--- src/rtl/tsh_pkg.sv ---
`default_nettype none

package tsh_pkg;

   localparam int WORD_W    = 32;
   localparam int BLOCK_LEN = 4;
   localparam int ROUND_W   = 4;

   typedef logic [WORD_W-1:0] word_type;
   typedef word_type [BLOCK_LEN-1:0] block_type;
   typedef logic [ROUND_W-1:0] round_type;

   localparam word_type TEA_DELTA    = 32'h9E37_79B9;
   localparam word_type CHAIN_A_INIT = 32'h9464_a485;
   localparam word_type CHAIN_B_INIT = 32'h542e_1a94;

   localparam round_type BLOCK_ROUNDS = 4'd6;
   localparam round_type FINAL_ROUNDS = 4'd10;

   // Commands from the sequencer to the block store
   typedef struct packed {
      logic write_byte;
      logic load_final;
      logic clear;
   } store_ctrl_type;

   // Store status back to the sequencer
   typedef struct packed {
      logic last_lane;
   } store_stat_type;

   // Round unit half-round select
   typedef enum logic {
      PHASE_X = 1'b0,
      PHASE_Y = 1'b1
   } phase_type;

endpackage

`default_nettype wire

--- src/rtl/tsh_if.sv ---
`default_nettype none

interface tsh_req_if;
   logic       valid;
   logic       ready;
   logic [7:0] data_byte;
   logic       byte_present;
   logic       last_byte;

   modport source (output valid, output data_byte, output byte_present, output last_byte,
                   input ready);
   modport sink   (input valid, input data_byte, input byte_present, input last_byte,
                   output ready);
endinterface

interface tsh_rsp_if;
   logic        valid;
   logic        ready;
   logic [31:0] hash_value;

   modport source (output valid, output hash_value, input ready);
   modport sink   (input valid, input hash_value, output ready);
endinterface

`default_nettype wire

--- src/rtl/tea_string_hash.sv ---
`default_nettype none
// A byte that does not complete a block is only stored.
// A byte completing a 16-byte block starts the block rounds (one half-round per cycle), then a fold.
// The last item adds a closing-block build, the final rounds, a fold and the output step.
// Throughput is limited by the single shared half-round unit; ready is low whenever the sequencer is not idle.
// Reset (synchronous, active high) restores chains, fill and length; sign extension is on.
module tea_string_hash (
   input  wire        clock,
   input  wire        reset,
   input  wire        csr_write_enable,
   input  wire [31:0] csr_write_data,
   tsh_req_if.sink    req_channel,
   tsh_rsp_if.source  rsp_channel
);
   import tsh_pkg::*;

   typedef enum logic [4:0] {
      S_IDLE  = 5'b00001,
      S_MIX   = 5'b00010,
      S_FOLD  = 5'b00100,
      S_FINAL = 5'b01000,
      S_OUT   = 5'b10000
   } state_type;

   state_type      state_ff, state_in;
   word_type       chain_a_ff, chain_a_in;
   word_type       chain_b_ff, chain_b_in;
   word_type       x_ff, x_in;
   word_type       y_ff, y_in;
   word_type       acc_ff, acc_in;
   phase_type      phase_ff, phase_in;
   round_type      round_ff, round_in;
   logic           pending_ff, pending_in;
   logic           final_mix_ff, final_mix_in;
   logic           sign_ff, sign_in;
   logic           rsp_valid_ff, rsp_valid_in;
   word_type       rsp_hash_ff, rsp_hash_in;

   store_ctrl_type store_ctrl;
   store_stat_type store_stat;
   block_type      words;
   word_type       unit_result;
   logic           req_transfer;

   tsh_block_store u_store (
      .clock       (clock),
      .reset       (reset),
      .ctrl        (store_ctrl),
      .data_byte   (req_channel.data_byte),
      .sign_extend (sign_ff),
      .words       (words),
      .stat        (store_stat)
   );

   tsh_round_unit u_round (
      .phase   (phase_ff),
      .x_val   (x_ff),
      .y_val   (y_ff),
      .acc_val (acc_ff),
      .words   (words),
      .result  (unit_result)
   );

   assign req_channel.ready = (state_ff == S_IDLE);
   assign req_transfer      = req_channel.valid && req_channel.ready;

   // Sequencer
   always_comb begin
      state_in     = state_ff;
      chain_a_in   = chain_a_ff;
      chain_b_in   = chain_b_ff;
      x_in         = x_ff;
      y_in         = y_ff;
      acc_in       = acc_ff;
      phase_in     = phase_ff;
      round_in     = round_ff;
      pending_in   = pending_ff;
      final_mix_in = final_mix_ff;
      rsp_hash_in  = rsp_hash_ff;
      rsp_valid_in = rsp_valid_ff && !rsp_channel.ready;
      store_ctrl   = '0;
      sign_in      = csr_write_enable ? csr_write_data[0] : sign_ff;

      unique case (state_ff)
         S_IDLE: begin
            if (req_transfer) begin
               store_ctrl.write_byte = req_channel.byte_present;
               if (req_channel.byte_present && store_stat.last_lane) begin
                  x_in         = chain_a_ff;
                  y_in         = chain_b_ff;
                  acc_in       = TEA_DELTA;
                  phase_in     = PHASE_X;
                  round_in     = BLOCK_ROUNDS - 4'd1;
                  pending_in   = req_channel.last_byte;
                  final_mix_in = 1'b0;
                  state_in     = S_MIX;
               end else if (req_channel.last_byte) begin
                  state_in = S_FINAL;
               end
            end
         end
         S_MIX: begin
            // Advance one half-round through the shared unit
            if (phase_ff == PHASE_X) begin
               x_in     = unit_result;
               phase_in = PHASE_Y;
            end else begin
               y_in     = unit_result;
               phase_in = PHASE_X;
               acc_in   = acc_ff + TEA_DELTA;
               round_in = round_ff - 4'd1;
               if (round_ff == '0) begin
                  state_in = S_FOLD;
               end
            end
         end
         S_FOLD: begin
            chain_a_in = chain_a_ff + x_ff;
            chain_b_in = chain_b_ff + y_ff;
            priority if (final_mix_ff) begin
               state_in = S_OUT;
            end else if (pending_ff) begin
               pending_in = 1'b0;
               state_in   = S_FINAL;
            end else begin
               state_in = S_IDLE;
            end
         end
         S_FINAL: begin
            store_ctrl.load_final = 1'b1;
            x_in         = chain_a_ff;
            y_in         = chain_b_ff;
            acc_in       = TEA_DELTA;
            phase_in     = PHASE_X;
            round_in     = FINAL_ROUNDS - 4'd1;
            final_mix_in = 1'b1;
            state_in     = S_MIX;
         end
         S_OUT: begin
            // Hold until the result register is free
            if (!rsp_valid_ff || rsp_channel.ready) begin
               rsp_hash_in      = chain_a_ff ^ chain_b_ff;
               rsp_valid_in     = 1'b1;
               chain_a_in       = CHAIN_A_INIT;
               chain_b_in       = CHAIN_B_INIT;
               final_mix_in     = 1'b0;
               store_ctrl.clear = 1'b1;
               state_in         = S_IDLE;
            end
         end
         default: begin
            state_in = S_IDLE;
         end
      endcase
   end

   always_ff @(posedge clock) begin
      x_ff        <= x_in;
      y_ff        <= y_in;
      acc_ff      <= acc_in;
      phase_ff    <= phase_in;
      round_ff    <= round_in;
      rsp_hash_ff <= rsp_hash_in;
      if (reset) begin
         state_ff     <= S_IDLE;
         chain_a_ff   <= CHAIN_A_INIT;
         chain_b_ff   <= CHAIN_B_INIT;
         pending_ff   <= 1'b0;
         final_mix_ff <= 1'b0;
         sign_ff      <= 1'b1;
         rsp_valid_ff <= 1'b0;
      end else begin
         state_ff     <= state_in;
         chain_a_ff   <= chain_a_in;
         chain_b_ff   <= chain_b_in;
         pending_ff   <= pending_in;
         final_mix_ff <= final_mix_in;
         sign_ff      <= sign_in;
         rsp_valid_ff <= rsp_valid_in;
      end
   end

   assign rsp_channel.valid      = rsp_valid_ff;
   assign rsp_channel.hash_value = rsp_hash_ff;

endmodule

`default_nettype wire

--- src/rtl/tsh_round_unit.sv ---
`default_nettype none

module tsh_round_unit (
   input  wire tsh_pkg::phase_type phase,
   input  wire tsh_pkg::word_type  x_val,
   input  wire tsh_pkg::word_type  y_val,
   input  wire tsh_pkg::word_type  acc_val,
   input  wire tsh_pkg::block_type words,
   output tsh_pkg::word_type       result
);
   import tsh_pkg::*;

   word_type dst;
   word_type src;
   word_type key_lo;
   word_type key_hi;

   // Pick operands for the half-round: x updates from y, y from x
   always_comb begin
      unique case (phase)
         PHASE_X: begin
            dst    = x_val;
            src    = y_val;
            key_lo = words[0];
            key_hi = words[1];
         end
         PHASE_Y: begin
            dst    = y_val;
            src    = x_val;
            key_lo = words[2];
            key_hi = words[3];
         end
         default: begin
            dst    = x_val;
            src    = y_val;
            key_lo = words[0];
            key_hi = words[1];
         end
      endcase
   end

   // One TEA half-round
   assign result = dst + (((src << 4) + key_lo) ^ (src + acc_val) ^ ((src >> 5) + key_hi));

endmodule

`default_nettype wire

--- src/rtl/tsh_block_store.sv ---
`default_nettype none

module tsh_block_store (
   input  wire                          clock,
   input  wire                          reset,
   input  wire tsh_pkg::store_ctrl_type ctrl,
   input  wire [7:0]                    data_byte,
   input  wire                          sign_extend,
   output tsh_pkg::block_type           words,
   output tsh_pkg::store_stat_type      stat
);
   import tsh_pkg::*;

   block_type   words_ff, words_in;
   logic [3:0]  fill_ff, fill_in;
   word_type    length_ff, length_in;

   logic [1:0]  word_idx;
   logic [1:0]  lane_idx;
   word_type    pad_lo;
   word_type    pad;
   word_type    tail_word;
   word_type    tail_byte;
   block_type   final_words;

   assign word_idx = fill_ff[3:2];
   assign lane_idx = fill_ff[1:0];

   // Build the padding word, the tail word and the closing block
   always_comb begin
      pad_lo    = length_ff | (length_ff << 8);
      pad       = pad_lo | (pad_lo << 16);
      tail_word = pad;
      for (int k = 0; k < 3; k++) begin
         tail_byte = {24'h00_0000, words_ff[word_idx][8*k +: 8]};
         if (sign_extend && tail_byte[7]) begin
            tail_byte = tail_byte | 32'hFFFF_FF00;
         end
         if (k < int'(lane_idx)) begin
            tail_word = (tail_word << 8) | tail_byte;
         end
      end
      for (int j = 0; j < BLOCK_LEN; j++) begin
         if (j < int'(word_idx)) begin
            final_words[j] = words_ff[j];
         end else if (j == int'(word_idx)) begin
            final_words[j] = tail_word;
         end else begin
            final_words[j] = pad;
         end
      end
   end

   // Pack bytes, swap in the final block, or drop the message
   always_comb begin
      words_in  = words_ff;
      fill_in   = fill_ff;
      length_in = length_ff;
      priority if (ctrl.clear) begin
         fill_in   = '0;
         length_in = '0;
      end else if (ctrl.load_final) begin
         words_in = final_words;
      end else if (ctrl.write_byte) begin
         if (lane_idx == 2'd0) begin
            words_in[word_idx] = {24'h00_0000, data_byte};
         end else begin
            words_in[word_idx] = words_ff[word_idx] |
                                 ({24'h00_0000, data_byte} << {lane_idx, 3'b000});
         end
         fill_in   = fill_ff + 4'd1;
         length_in = length_ff + 32'd1;
      end
   end

   always_ff @(posedge clock) begin
      words_ff <= words_in;
      if (reset) begin
         fill_ff   <= '0;
         length_ff <= '0;
      end else begin
         fill_ff   <= fill_in;
         length_ff <= length_in;
      end
   end

   assign words          = words_ff;
   assign stat.last_lane = (fill_ff == 4'd15);

endmodule

`default_nettype wire

--- src/flat_wrapper.sv ---
// flat-port wrapper written by rule: the top's interface ports become plain ports
module tea_string_hash_flat import tsh_pkg::*;
  (clock, reset, csr_write_enable, csr_write_data, req_channel_valid, req_channel_data_byte, req_channel_byte_present, req_channel_last_byte, req_channel_ready, rsp_channel_valid, rsp_channel_hash_value, rsp_channel_ready);
  tsh_req_if req_channel_i ();
  tsh_rsp_if rsp_channel_i ();
  input  wire clock;
  input  wire reset;
  input  wire csr_write_enable;
  input  wire [31:0] csr_write_data;
  input wire logic [$bits(req_channel_i.valid)-1:0] req_channel_valid;
  input wire logic [$bits(req_channel_i.data_byte)-1:0] req_channel_data_byte;
  input wire logic [$bits(req_channel_i.byte_present)-1:0] req_channel_byte_present;
  input wire logic [$bits(req_channel_i.last_byte)-1:0] req_channel_last_byte;
  output wire logic [$bits(req_channel_i.ready)-1:0] req_channel_ready;
  output wire logic [$bits(rsp_channel_i.valid)-1:0] rsp_channel_valid;
  output wire logic [$bits(rsp_channel_i.hash_value)-1:0] rsp_channel_hash_value;
  input wire logic [$bits(rsp_channel_i.ready)-1:0] rsp_channel_ready;
  assign req_channel_i.valid = req_channel_valid;
  assign req_channel_i.data_byte = req_channel_data_byte;
  assign req_channel_i.byte_present = req_channel_byte_present;
  assign req_channel_i.last_byte = req_channel_last_byte;
  assign req_channel_ready = req_channel_i.ready;
  assign rsp_channel_valid = rsp_channel_i.valid;
  assign rsp_channel_hash_value = rsp_channel_i.hash_value;
  assign rsp_channel_i.ready = rsp_channel_ready;
  tea_string_hash u_core (.clock(clock), .reset(reset), .csr_write_enable(csr_write_enable), .csr_write_data(csr_write_data), .req_channel(req_channel_i), .rsp_channel(rsp_channel_i));
endmodule
--- config.mk ---
export PLATFORM = sky130hd
export DESIGN_NAME = tea_string_hash_flat
export DESIGN_NICKNAME = d
export VERILOG_FILES = /design/src/rtl/tsh_pkg.sv /design/src/rtl/tsh_if.sv /design/src/rtl/tea_string_hash.sv /design/src/rtl/tsh_round_unit.sv /design/src/rtl/tsh_block_store.sv /design/src/flat_wrapper.sv
export SDC_FILE = /design/constraint.sdc
export NUM_CORES = 1
export LEC_CHECK = 0
export BUFFER_PORTS_ARGS = -buffer_cell sky130_fd_sc_hd__buf_2
export CAP_MARGIN = 40
export CELL_PAD_IN_SITES_DETAIL_PLACEMENT = 0
export CELL_PAD_IN_SITES_GLOBAL_PLACEMENT = 1
export CORE_ASPECT_RATIO = 1.75
export CORE_MARGIN = 3
export CORE_UTILIZATION = 35
export CTS_BUF_LIST = sky130_fd_sc_hd__clkbuf_4 sky130_fd_sc_hd__clkbuf_8
export DETAILED_ROUTE_END_ITERATION = 10
export PLACE_DENSITY_LB_ADDON = 0.12
export SLEW_MARGIN = 20
export SYNTH_ARGS = -nofsm -noshare
export SYNTH_HDL_FRONTEND = slang
export SYNTH_SLANG_ARGS = --single-unit
--- constraint.sdc ---
create_clock -name clock -period 14.75 [get_ports clock]
set_input_delay 2.2125 -clock clock [delete_from_list [all_inputs] [get_ports clock]]
set_output_delay 2.2125 -clock clock [all_outputs]
set_load 0.005 [all_outputs]
# Word level (Yosys, flattened, before mapping)
# Index checks and enable logic that the tools add are counted.
# word_totals
reg_bits,370
in_bits,47
output_inout_bits,34
word_cells,174
# op_classes
addsub,10
n_lt_le_gt_ge,8
eq_ne,20
shifts,1
muxes,72
n_bitwise,12
n_reduce_logical,32
# ops
op,count
$mux 32,26
$mux 128,3
$pmux 32 s2,6
$pmux 32 s3,3
$bwmux 128,2
$or 32x32->32,6
$add 32x32->32,5
$xor 32x32->32,3
$bmux 32 s2,1
$demux 32 s2,1
$mux 5,7
$add 27x32->32,1
$add 32x1->32 const B,1
$add 32x32->32 const B,1
$shl 8x5->32,1
$pmux 5 s5,1
$mux 4,4
$reduce_and 4->1,4
$mux 1,14
$ne 2x2->1 const B,7
$pmux 4 s3,1
$reduce_and 3->1,4
$lt 1x2->1 const A,4
$reduce_and 2->1,4
27 further kinds,45

# Logic depth before layout (Yosys ltp)
# Gate-level depths: netlist of the first run.
# logic_depth
ltp_word,13
ltp_mapped,29

# Cells and area by module
# A second synthesis of the first run with hierarchy kept.
# unflattened
cells_unflattened,3261
area_unflattened_um2,29691.0
# modules_own_cells
module,instances,cells_each,area_each_um2,seq_area_each_um2
tea_string_hash,1,1185,11367.2,5455.2
tsh_block_store,1,1079,10336.2,4564.4
tsh_round_unit,1,997,7987.7,0.0

# Worst setup path after synthesis of the first run
# Ideal clock, no wire load.
# synth_path
kind,in2reg
from,input port req_channel_byte_present
to,"register u_core.acc_ff[0], enable pin"
t_arrival_ns,7.195
required_ns,14.172
path_slack_ns,6.977
cell_stages,3
n_path_buf,0
path_cell_list,and3_1 -> a21oi_1 -> nor3_1
# synth_via
elab_chain_cells,3
# synth_lines
element,line,source
"start, declared",flat_wrapper.sv:12,input wire logic [$bits(req_channel_i.byte_present)-1:0] req_channel_byte_present;
$logic_and 1x1->1,tea_string_hash.sv:88,if (req_channel.byte_present && store_stat.last_lane) begin
$ne 2x2->1 (no source line),n/a,
$reduce_and 4->1 (no source line),n/a,
"end signal, assigned",tea_string_hash.sv:160,acc_ff <= acc_in;
"end, declared",tea_string_hash.sv:30,"word_type acc_ff, acc_in;"
# No other way between the ends.
# A chain may end at the register's enable or synchronous reset.

# Final worst setup path of the first run
# layout_path
from,register u_core.phase_ff
to,"register u_core.y_ff[29], data pin"
# layout_via
elab_chain_cells,8
# layout_lines
element,line,source
"start, declared",tea_string_hash.sv:31,"phase_type phase_ff, phase_in;"
"start signal, assigned",tea_string_hash.sv:161,phase_ff <= phase_in;
$not 1->1,tsh_round_unit.sv:20,unique case (phase)
$pmux 32 s2,tsh_round_unit.sv:20,
$add 32x32->32,tsh_round_unit.sv:43,assign result = dst + (((src << 4) + key_lo) ^ (src + acc_val) ^ ((src >> 5) + key_hi));
$xor 32x32->32 (2 in series),tsh_round_unit.sv:43,
$add 32x32->32 *,tsh_round_unit.sv:43,
$mux 32 *,tea_string_hash.sv:104,if (phase_ff == PHASE_X) begin
$pmux 32 s3 *,tea_string_hash.sv:84,unique case (state_ff)
named net u_core.y_in[29],tea_string_hash.sv:29,"word_type y_ff, y_in;"
"end signal, assigned",tea_string_hash.sv:159,y_ff <= y_in;
"end, declared",tea_string_hash.sv:29,
# The timed path passes the listed nets; every way through them passes the cells marked *. The select of a mux whose other input is x is not followed.

==> flow_metrics.tcl, run 1 <==
set metrics [dict create \
    status "finished clean" \
    crit_required_ps 15200 \
    placed_area_um2 30180 \
    combinationalPowerShare_pct 64.3 \
    vdd_drop_max_uv 120.9 \
    clk_path_buf_depth 3 \
    grt_max_degree 69 \
    cts_sinks 370 \
    maxSlewHeadroom_pct 36.36 \
    p_seq_share_pct 19.3 \
    clock_latency_ps 720 \
    whs_ps 514.0 \
    die_h_um 384.3 \
    startpoint_type "register" \
    synth_seq_cells 370 \
    instances_no_fill 4297 \
    final_common_cell "nand2_1" \
    drc 0 \
    crit_path_start "u_core.phase_ff" \
    syn_avg_cell_area_um2 9.008 \
    drtIter0Drc 1522 \
    hold_depth 2 \
    grt_pass1_vias 25366 \
    overflow 0 \
    switching_share_pct 45.53 \
    routed_wl_um 103600 \
    worst-path-max-fanout 37 \
    maxCapViolCount 0 \
    ctsHoldBuffers 0 \
    core-area_um2 80980 \
    worstSetupEndpointType "register" \
    power.total_mw 6.597 \
    setup.worst_path.class "register to register" \
    cts_resized 0 \
    pwr-share-clk_pct 16.4 \
    crit_arrival_ps 7820 \
    yosys.area_share.simple_pct 15.63 \
    synth-compound-area-share_pct 21.00 \
    cts_tree "yes" \
    yosysWarnings 0 \
    post-cts-setup-buffers 0 \
    finish.utilization_pct 39.10 \
    grt_pass1_wl_um 152800 \
    hp-start "u_core.chain_b_ff[20]" \
    die_area_um2 85400 \
    timing.final.crit_share_pct 49.95 \
    yosysUniqueCellTypes 84 \
    setup_viol 0 \
    vias 24840 \
    cts_buffers 68 \
    r2r-start "u_core.phase_ff" \
    finClkSkew_ps 46.04 \
    ff2ff_path_depth 23 \
    drt-pass1-iter-count 6 \
    num_rows 138 \
    syn_inst 3178 \
    synth_fp_nets 3419 \
    synth_top_family_by_area "compound AO/OA/AOI/OAI gates" \
    start_util_pct 35.35 \
    drive_gt1_share_pct 13.71 \
    io_buffer_count 49 \
    fin_ws_ps 7382 \
    maxSlewViolCount 0 \
    rsz0062_at_grt "false" \
    io_pins 81 \
    cts_max_level 3 \
    groute.usage.overall_pct 23.63 \
    p_per_area_nw_per_um2 208.3 \
    mostFrequentLayoutCells "nand2_1 (354), a21oi_1 (271), nor2_1 (268)" \
    netlist_top_cells_area "edfxtp_1 (27%), ha_1 (8.2%), dfxtp_1 (7.6%), xnor2_1 (6.2%), a21oi_1 (4.8%)" \
    die_w_um 222.2 \
    syn-cell-area_um2 28630 \
    hold_violations 0 \
    clk_pin_slew_ps 70 \
    seq_area_frac_synth_pct 35.00 \
    nets 3436 \
    drt.antenna.violating_nets 0 \
    hp-class "register to register" \
    muxShareOfSynthArea_pct 7.460 \
    synth_adder_area_share_pct 8.636 \
    fill_cells 8181 \
    synth_ff_type "edfxtp_1" \
    fmax_mhz 135.7 \
    p_leak_nw 11.54 \
    post-dp-hpwl_um 77270 \
    synth_xor_area_share_pct 9.484 \
    worst_pin_slew_ps 948.2 \
    root_buffer "clkbuf_8" \
    via_per_inst 5.781 \
    netSwitchingPower_mw 3.003 \
    wire_per_inst_um 24.10 \
    period_minus_slack_ps 7368 \
    antenna_found_initial 3 \
    synthArstFlopShare_pct 0 \
    routabilityCongestion 0.9285 \
    synth_edf_count 261 \
    area_growth_pct 10.61 \
    p_int_mw 3.593 \
    place_inst 4171 \
    synth_largest_area_cell "edfxtp_1" \
    final_area_um2 31670 \
    place_ws_ps 7438 \
    synth_top_area_share_pct 27.38 \
    fin_setup_tns_ps 0 \
]
[cell usage after synthesis, types with 20 or more instances]
cell and count:
or2_2 30, xor2_1 107, clkbuf_1 134, a211oi_1 20, edfxtp_1 261, xnor2_1 203
ha_1 188, nand4_1 22, mux2i_1 21, inv_1 50, a31oi_1 26, nand2_1 357
a22oi_1 24, o21ai_0 198, mux4_2 26, a21o_1 101, dfxtp_1 109, mux2_2 119
a21oi_1 272, nor2b_1 31, o22ai_1 126, nand3_1 64, nor3_1 40, and3_1 26
nand2b_1 42, or3_1 37, nor2_1 271
[critical path, cell delays in order, from the launching register on]
cell,delay [ps]
edfxtp_1,380
buf_4,420
buf_4,500
mux2_2,480
ha_1,400
and4_1,290
o311ai_2,160
a311oi_1,850
o21ai_0,170
nand2b_1,160
xnor2_1,150
xnor2_1,160
xnor2_1,170
ha_1,350
a2111oi_2,330
o21ai_1,160
a221o_1,360
a31o_1,240
a41oi_2,340
o21bai_2,140
a311o_1,360
a21oi_2,170
xnor2_1,100
mux2_2,280
[layer usage]
layer	vias up	GRT usage [%]	wire length, um
met4	0	15.90	7535
li1	11814	-	-
met2	777	44.78	54120
met3	296	2.825	4277
met1	11953	24.06	37650
met5	-	0	0
[registers in the layout, summed over array words and instances, names as in the netlist, 4 cells and up]
signal	count
u_core.state_ff	5
u_core.round_ff	4
u_core.rsp_channel.hash_value	32
u_core.chain_a_ff	32
u_core.u_store.fill_ff	4
u_core.x_ff	32
u_core.acc_ff	32
u_core.y_ff	32
u_core.u_store.length_ff	32
u_core.chain_b_ff	32
u_core.u_store.words	128
[path summary, 6_finish.rpt]
kind                           end  slack (ps)
min          u_core.chain_b_ff[20]         510
min reg2reg  u_core.chain_b_ff[20]         510
max reg2reg        u_core.y_ff[29]        7380
max                u_core.y_ff[29]        7380
[power groups by stage]
stage,clock network (mW),logic (mW),registers (mW)
final,1.08,4.24,1.27
after global routing,1.16,4.63,1.28
after CTS,1.12,4.24,1.27
after detailed placement,0,4.21,1.29
after global placement,0,4.16,1.29
after floorplan,0,3.25,1.28
[cells by family after synthesis]
logic type / count (synthesis)
AO/OA/AOI/OAI: 953
XOR/XNOR: 310
adder cells (fa/ha/maj): 194
buffers and inverters: 211
flip-flops: 370
multiplexers: 166
AND/OR/NAND/NOR: 974
[cell type report]
cell class / count / area [um^2] / area share (%)
Antenna cell: 1 / 2.502 / 0.007902
Clock buffer: 102 / 1272 / 4.018
Clock inverter: 19 / 166.4 / 0.5255
Inverter: 52 / 195.2 / 0.6164
Multi-Input combinational cell: 2597 / 17940 / 56.65
Sequential cell: 370 / 10020 / 31.65
Tap cell: 1050 / 1314 / 4.149
Timing Repair Buffer: 106 / 757.0 / 2.390
No activity file was read; power rests on OpenSTA's default activity.
==> inputs of run 2 (changes only) <==
Clock period 14.75 ns to 7.42 ns, I/O delays scaled along.
==> run 2 against run 1 <==
  * Wire length hardly changed
  * Register-to-register slack worse by 6800 ps
  * Clock-buffer cell count stayed put
  * Die area stayed put
  * Worst setup slack worse by 6800 ps
  * Sequential power is 100% higher
  * First-iteration DRC count is 3.8% lower
  * Clock power is 93% higher
  * Sequential share of layout area is 0.12 points lower
  * Via count is 0.43% lower
  * Final area is 0.37% higher
  * Largest power group unchanged
==> flow_metrics.tcl, run 2 (synthesis gave the netlist of run 1 again) <==
set metrics [dict create \
    period_minus_slack_ps 6875 \
    crit_required_ps 7870 \
    startpoint_type "register" \
    rsz0062_at_grt "false" \
    fin_ws_ps 545.4 \
    post-cts-setup-buffers 0 \
    via_per_inst 5.741 \
    vdd_drop_max_uv 225.3 \
    wl_met1_um 38040 \
    mostFrequentLayoutCells "nand2_1 (354), a21oi_1 (271), nor2_1 (267)" \
    wire_per_inst_um 24.03 \
    hp-class "register to register" \
    maxSlewHeadroom_pct 37.47 \
    die_h_um 384.3 \
    place_ws_ps 562.6 \
    p_leak_nw 11.60 \
    maxSlewViolCount 0 \
    setup.worst_path.class "register to register" \
    wl_met2_um 54290 \
    drt.antenna.violating_nets 0 \
    fin_setup_tns_ps 0 \
    start_util_pct 35.35 \
    vias 24733 \
    post-dp-hpwl_um 77800 \
    nets 3448 \
    clk_pin_slew_ps 70 \
    antenna_found_initial 3 \
    groute.usage.overall_pct 23.76 \
    grt_pass1_vias 25239 \
    core-area_um2 80980 \
    cts_buffers 67 \
    finClkSkew_ps 35.30 \
    clock_latency_ps 720 \
    p_per_area_nw_per_um2 414.7 \
    root_buffer "clkbuf_8" \
    drtIter0Drc 1464 \
    drt-pass1-iter-count 5 \
    drive_gt1_share_pct 14.06 \
    top_layer_used "met4" \
    ff2ff_path_depth 24 \
    die_w_um 222.2 \
    grt_max_degree 100 \
    worst-path-max-fanout 23 \
    setup_viol 0 \
    fmax_mhz 145.5 \
    ctsHoldBuffers 0 \
    drc 0 \
    overflow 0 \
    worstSetupEndpointType "register" \
    cts_max_level 3 \
    area_growth_pct 11.02 \
    num_rows 138 \
    cts_resized 0 \
    final_common_cell "nand2_1" \
    worst_pin_slew_ps 931.6 \
    cts_tree "yes" \
    die_area_um2 85400 \
    met3_length_um 3647 \
    timing.final.crit_share_pct 92.65 \
    routed_wl_um 103500 \
    min_to "u_core.chain_b_ff[15]" \
    io_buffer_count 49 \
    finish.utilization_pct 39.25 \
    grt_pass1_wl_um 153500 \
    routabilityCongestion 0.9103 \
    r2r_setup_slack_ps 550 \
    largest_reg_flops 128 \
    r2r-end "u_core.y_ff[29]" \
    hp-start "u_core.chain_b_ff[15]" \
    io_pins 81 \
    clk_path_buf_depth 3 \
    cts_sinks 370 \
    hold_depth 2 \
    r2r-start "u_core.phase_ff" \
    maxCapViolCount 0 \
    hold_violations 0 \
    status "finished clean" \
    crit_arrival_ps 7330 \
]
[run 2: metrics by stage]
step	power, mW	hold slack (ps)	std cells	cell area [um^2]
finish	13.18	513.6	4308	31780
global route	14.16	539.5	4308	31780
CTS	13.25	515.5	4306	31750
detailed placement	11.09	505.7	4187	30370
global placement	11.03	501.6	4174	30170
floorplan	9.004	472.2	3178	28630
[run 2: report_power, final]
| group | total [mW] | switching [mW] | internal (mW) |
|---|---|---|---|
| sequential | 2.54 | 0.123 | 2.41 |
| clock | 2.08 | 0.955 | 1.13 |
| combinational | 8.56 | 4.89 | 3.67 |
| total | 13.2 | 5.97 | 7.21 |
[run 2: critical path, cell delays in order, from the launching register on]
cell and delay (ps):
edfxtp_1 570, buf_12 250, mux2_2 390, ha_1 240
fa_1 470, a21o_1 210, a221o_1 370, o311ai_2 320
a311oi_1 320, o21ai_0 240, nand2b_1 120, xnor2_1 200
xnor2_1 150, xnor2_1 160, ha_1 290, a2111oi_2 300
o21ai_1 150, a221o_1 360, a31o_1 240, a41oi_2 220
o21bai_2 120, a311o_1 350, a21oi_2 160, xnor2_1 90
mux2_2 280
[run 2: cell type report]
cell class | count | area [um^2]
Antenna cell | 1 | 2.502
Fill cell | 8087 | 49200
Clock buffer | 102 | 1272
Sequential cell | 370 | 10020
Clock inverter | 17 | 108.9
Inverter | 52 | 195.2
Multi-Input combinational cell | 2597 | 17940
Timing Repair Buffer | 119 | 925.9
Tap cell | 1050 | 1314
[run 2: worst max-delay path by stage]
stage | start | endpoint | slack (ps) | cells after the start
floorplan | u_core.phase_ff | u_core.acc_ff[0] | 540 | 6
global placement | u_core.phase_ff | u_core.x_ff[29] | 510 | 24
detailed placement | u_core.phase_ff | u_core.y_ff[29] | 560 | 24
CTS | u_core.phase_ff | u_core.y_ff[29] | 500 | 24
global route | u_core.phase_ff | u_core.y_ff[29] | 250 | 24
finish | u_core.phase_ff | u_core.y_ff[29] | 550 | 24
[run 2: per-layer routing]
layer | GRT usage, % | vias to the layer above
met3 | 2.306 | 300
met5 | 0 | -
met2 | 45.24 | 741
li1 | - | 11837
met1 | 24.34 | 11855
met4 | 16.06 | 0
==> inputs of run 3 (changes only) <==
Settings changed: PLACE_DENSITY_LB_ADDON 0.12 to 0.1, SYNTH_HIERARCHICAL set to 1.
==> run 3 against run 2 <==
  * Register-to-register slack gained 240 ps
  * Via count increased by 5.0%
  * Final area up 3.0%
  * Core utilization decreased by 0.16 points
  * Non-clock buffer count decreased by 5
  * Critical endpoint is now u_core/x_ff[30]
  * Area after synthesis rose by 3.7%
  * Critical path depth is 2 higher
  * Synthesized cell count increased by 2.6%
==> flow_metrics.tcl, run 3 <==
set metrics [dict create \
    status "finished clean" \
    rsz0062_at_grt "false" \
    setup.worst_path.class "register to register" \
    clk_path_buf_depth 3 \
    instances_no_fill 4398 \
    synthMostInstantiatedCell "nand2_1" \
    antenna_found_initial 4 \
    core-area_um2 83730 \
    finClkSkew_ps 37.61 \
    maxCapViolCount 0 \
    drive_gt1_share_pct 14.77 \
    routabilityCongestion 0.9234 \
    num_rows 140 \
    drt-pass1-iter-count 6 \
    largest_reg_flops 128 \
    drtIter0Drc 1844 \
    synth_seq_cells 370 \
    yosysUniqueCellTypes 127 \
    syn_inst 3261 \
    die_h_um 391.3 \
    netlist_top_cells_area "edfxtp_1 (26%), ha_1 (7.7%), dfxtp_1 (7.3%), xnor2_1 (5.9%), nand2_1 (5.2%)" \
    overflow 0 \
    final_area_um2 32730 \
    cts_resized 0 \
    clk_pin_slew_ps 70 \
    die_w_um 226.2 \
    final_common_cell "nand2_1" \
    timing.final.crit_share_pct 89.41 \
    via_per_inst 5.906 \
    groute.usage.overall_pct 25.27 \
    fill_cells 8485 \
    area_growth_pct 10.23 \
    slowest_delay_ps 730 \
    ctsHoldBuffers 0 \
    crit_buf_inv 3 \
    drc 0 \
    vias 25973 \
    synth_edf_count 261 \
    cts_max_level 3 \
    placed_area_um2 31150 \
    crit_required_ps 8000 \
    worstSetupEndpointType "register" \
    maxSlewViolCount 0 \
    hold_violations 0 \
    cts_sinks 370 \
    hp-class "register to register" \
    startpoint_type "register" \
    post-dp-hpwl_um 86510 \
    worst_pin_slew_ps 897.6 \
    yosysWarnings 6 \
    syn_avg_cell_area_um2 9.105 \
    seq_area_frac_synth_pct 33.75 \
    root_buffer "clkbuf_8" \
    fin_setup_tns_ps 0 \
    clock_latency_ps 730 \
    syn-cell-area_um2 29690 \
    slowest_stage "edfxtp_1" \
    drt.antenna.violating_nets 0 \
    crit_arrival_ps 7210 \
    routed_wl_um 113900 \
    netlist_top_cells_count "nand2_1 (413), a21oi_1 (263), nor2_1 (262)" \
    grt_pass1_wl_um 166700 \
    start_util_pct 35.46 \
    wire_per_inst_um 25.89 \
    die_area_um2 88500 \
    worst-path-max-fanout 41 \
    place_inst 4266 \
    fmax_mhz 150.7 \
    period_minus_slack_ps 6634 \
    cts_tree "yes" \
    grt_pass1_vias 26572 \
    synthArstFlopShare_pct 0 \
    io_pins 81 \
    critical_path.top_delay_family "compound AO/OA/AOI/OAI gates" \
    maxSlewHeadroom_pct 39.61 \
    synth_top_area_share_pct 26.40 \
    cts_buffers 68 \
    mostFrequentLayoutCells "nand2_1 (413), a21oi_1 (263), nor2_1 (261), edfxtp_1 (261), o21ai_0 (203)" \
    synth_largest_area_cell "edfxtp_1" \
    post-cts-setup-buffers 0 \
    synth_ff_type "edfxtp_1" \
    synth_fp_nets 3497 \
    io_buffer_count 49 \
    grt_max_degree 65 \
    nets 3512 \
    setup_viol 0 \
]
run 3: cell count changes after synthesis, moves of 15 or more:
cell       before  now
a2bb2oi_1       0   30
buf_2           6   34
clkbuf_1      134  115
nand2_1       357  413
nand2b_1       42   27
nand3_1        64   89
nor4_1          2   21
o221ai_1        1   68
o22ai_1       126   16
or2_2          30   14
or3_1          37   10
run 3: path summary, 6_finish.rpt:
kind	endpoint	cells past startpoint	start	slack (ps)
worst max-delay path	u_core/x_ff[30]	26	u_core/phase_ff	790
worst min-delay path	u_core/chain_a_ff[20]	2	u_core/chain_a_ff[20]	510
worst max register to register	u_core/x_ff[30]	26	u_core/phase_ff	790
worst min register to register	u_core/chain_a_ff[20]	2	u_core/chain_a_ff[20]	510
run 3: logic make-up after synthesis:
logic type / synth area share, %
AOI/OAI and AO/OA: 22.20
xor gates and xnor gates: 9.410
buffers and inverters: 3.329
muxes: 7.282
and+or+nand+nor: 15.92
adders and majority gates: 8.116
DFF: 33.75
run 3: worst min-delay path, stage by stage (launching register included):
cell and delay, ps:
dfxtp_1 340, nand2_1 60, o21ai_0 60
run 3: per-stage QoR:
stage                     hold slack [ps]  setup slack (ps)  util [%]
final                               510.2             786.1     39.09
after floorplan                     462.0             589.5         -
after detailed placement            502.2             784.5     37.21
after global routing                534.3             393.9     39.09
after CTS                           511.7             749.7     39.04
after global placement              492.4             792.3     37.00
run 3: cell type report:
| type | instances | area (um^2) | share of cell area [%] |
|---|---|---|---|
| Clock inverter | 30 | 332.8 | 1.017 |
| Inverter | 64 | 240.2 | 0.7340 |
| Antenna cell | 2 | 5.005 | 0.01529 |
| Tap cell | 1065 | 1333 | 4.071 |
| Sequential cell | 370 | 10020 | 30.63 |
| Clock buffer | 95 | 1201 | 3.670 |
| Timing Repair Buffer | 114 | 825.8 | 2.523 |
| Multi-Input combinational cell | 2658 | 18770 | 57.34 |
run 3: layer usage:
| layer | vias up | wire [um] | global-route usage (%) |
|---|---|---|---|
| li1 | 12150 | - | - |
| met1 | 12645 | 40680 | 25.94 |
| met2 | 893 | 60570 | 47.88 |
| met3 | 285 | 4813 | 2.813 |
| met4 | 0 | 7816 | 16.22 |
| met5 | - | 0 | 0 |
Power of run 3 is not shown: default switching activity piles up to over one toggle a cycle in this logic, so the estimate is an artifact.
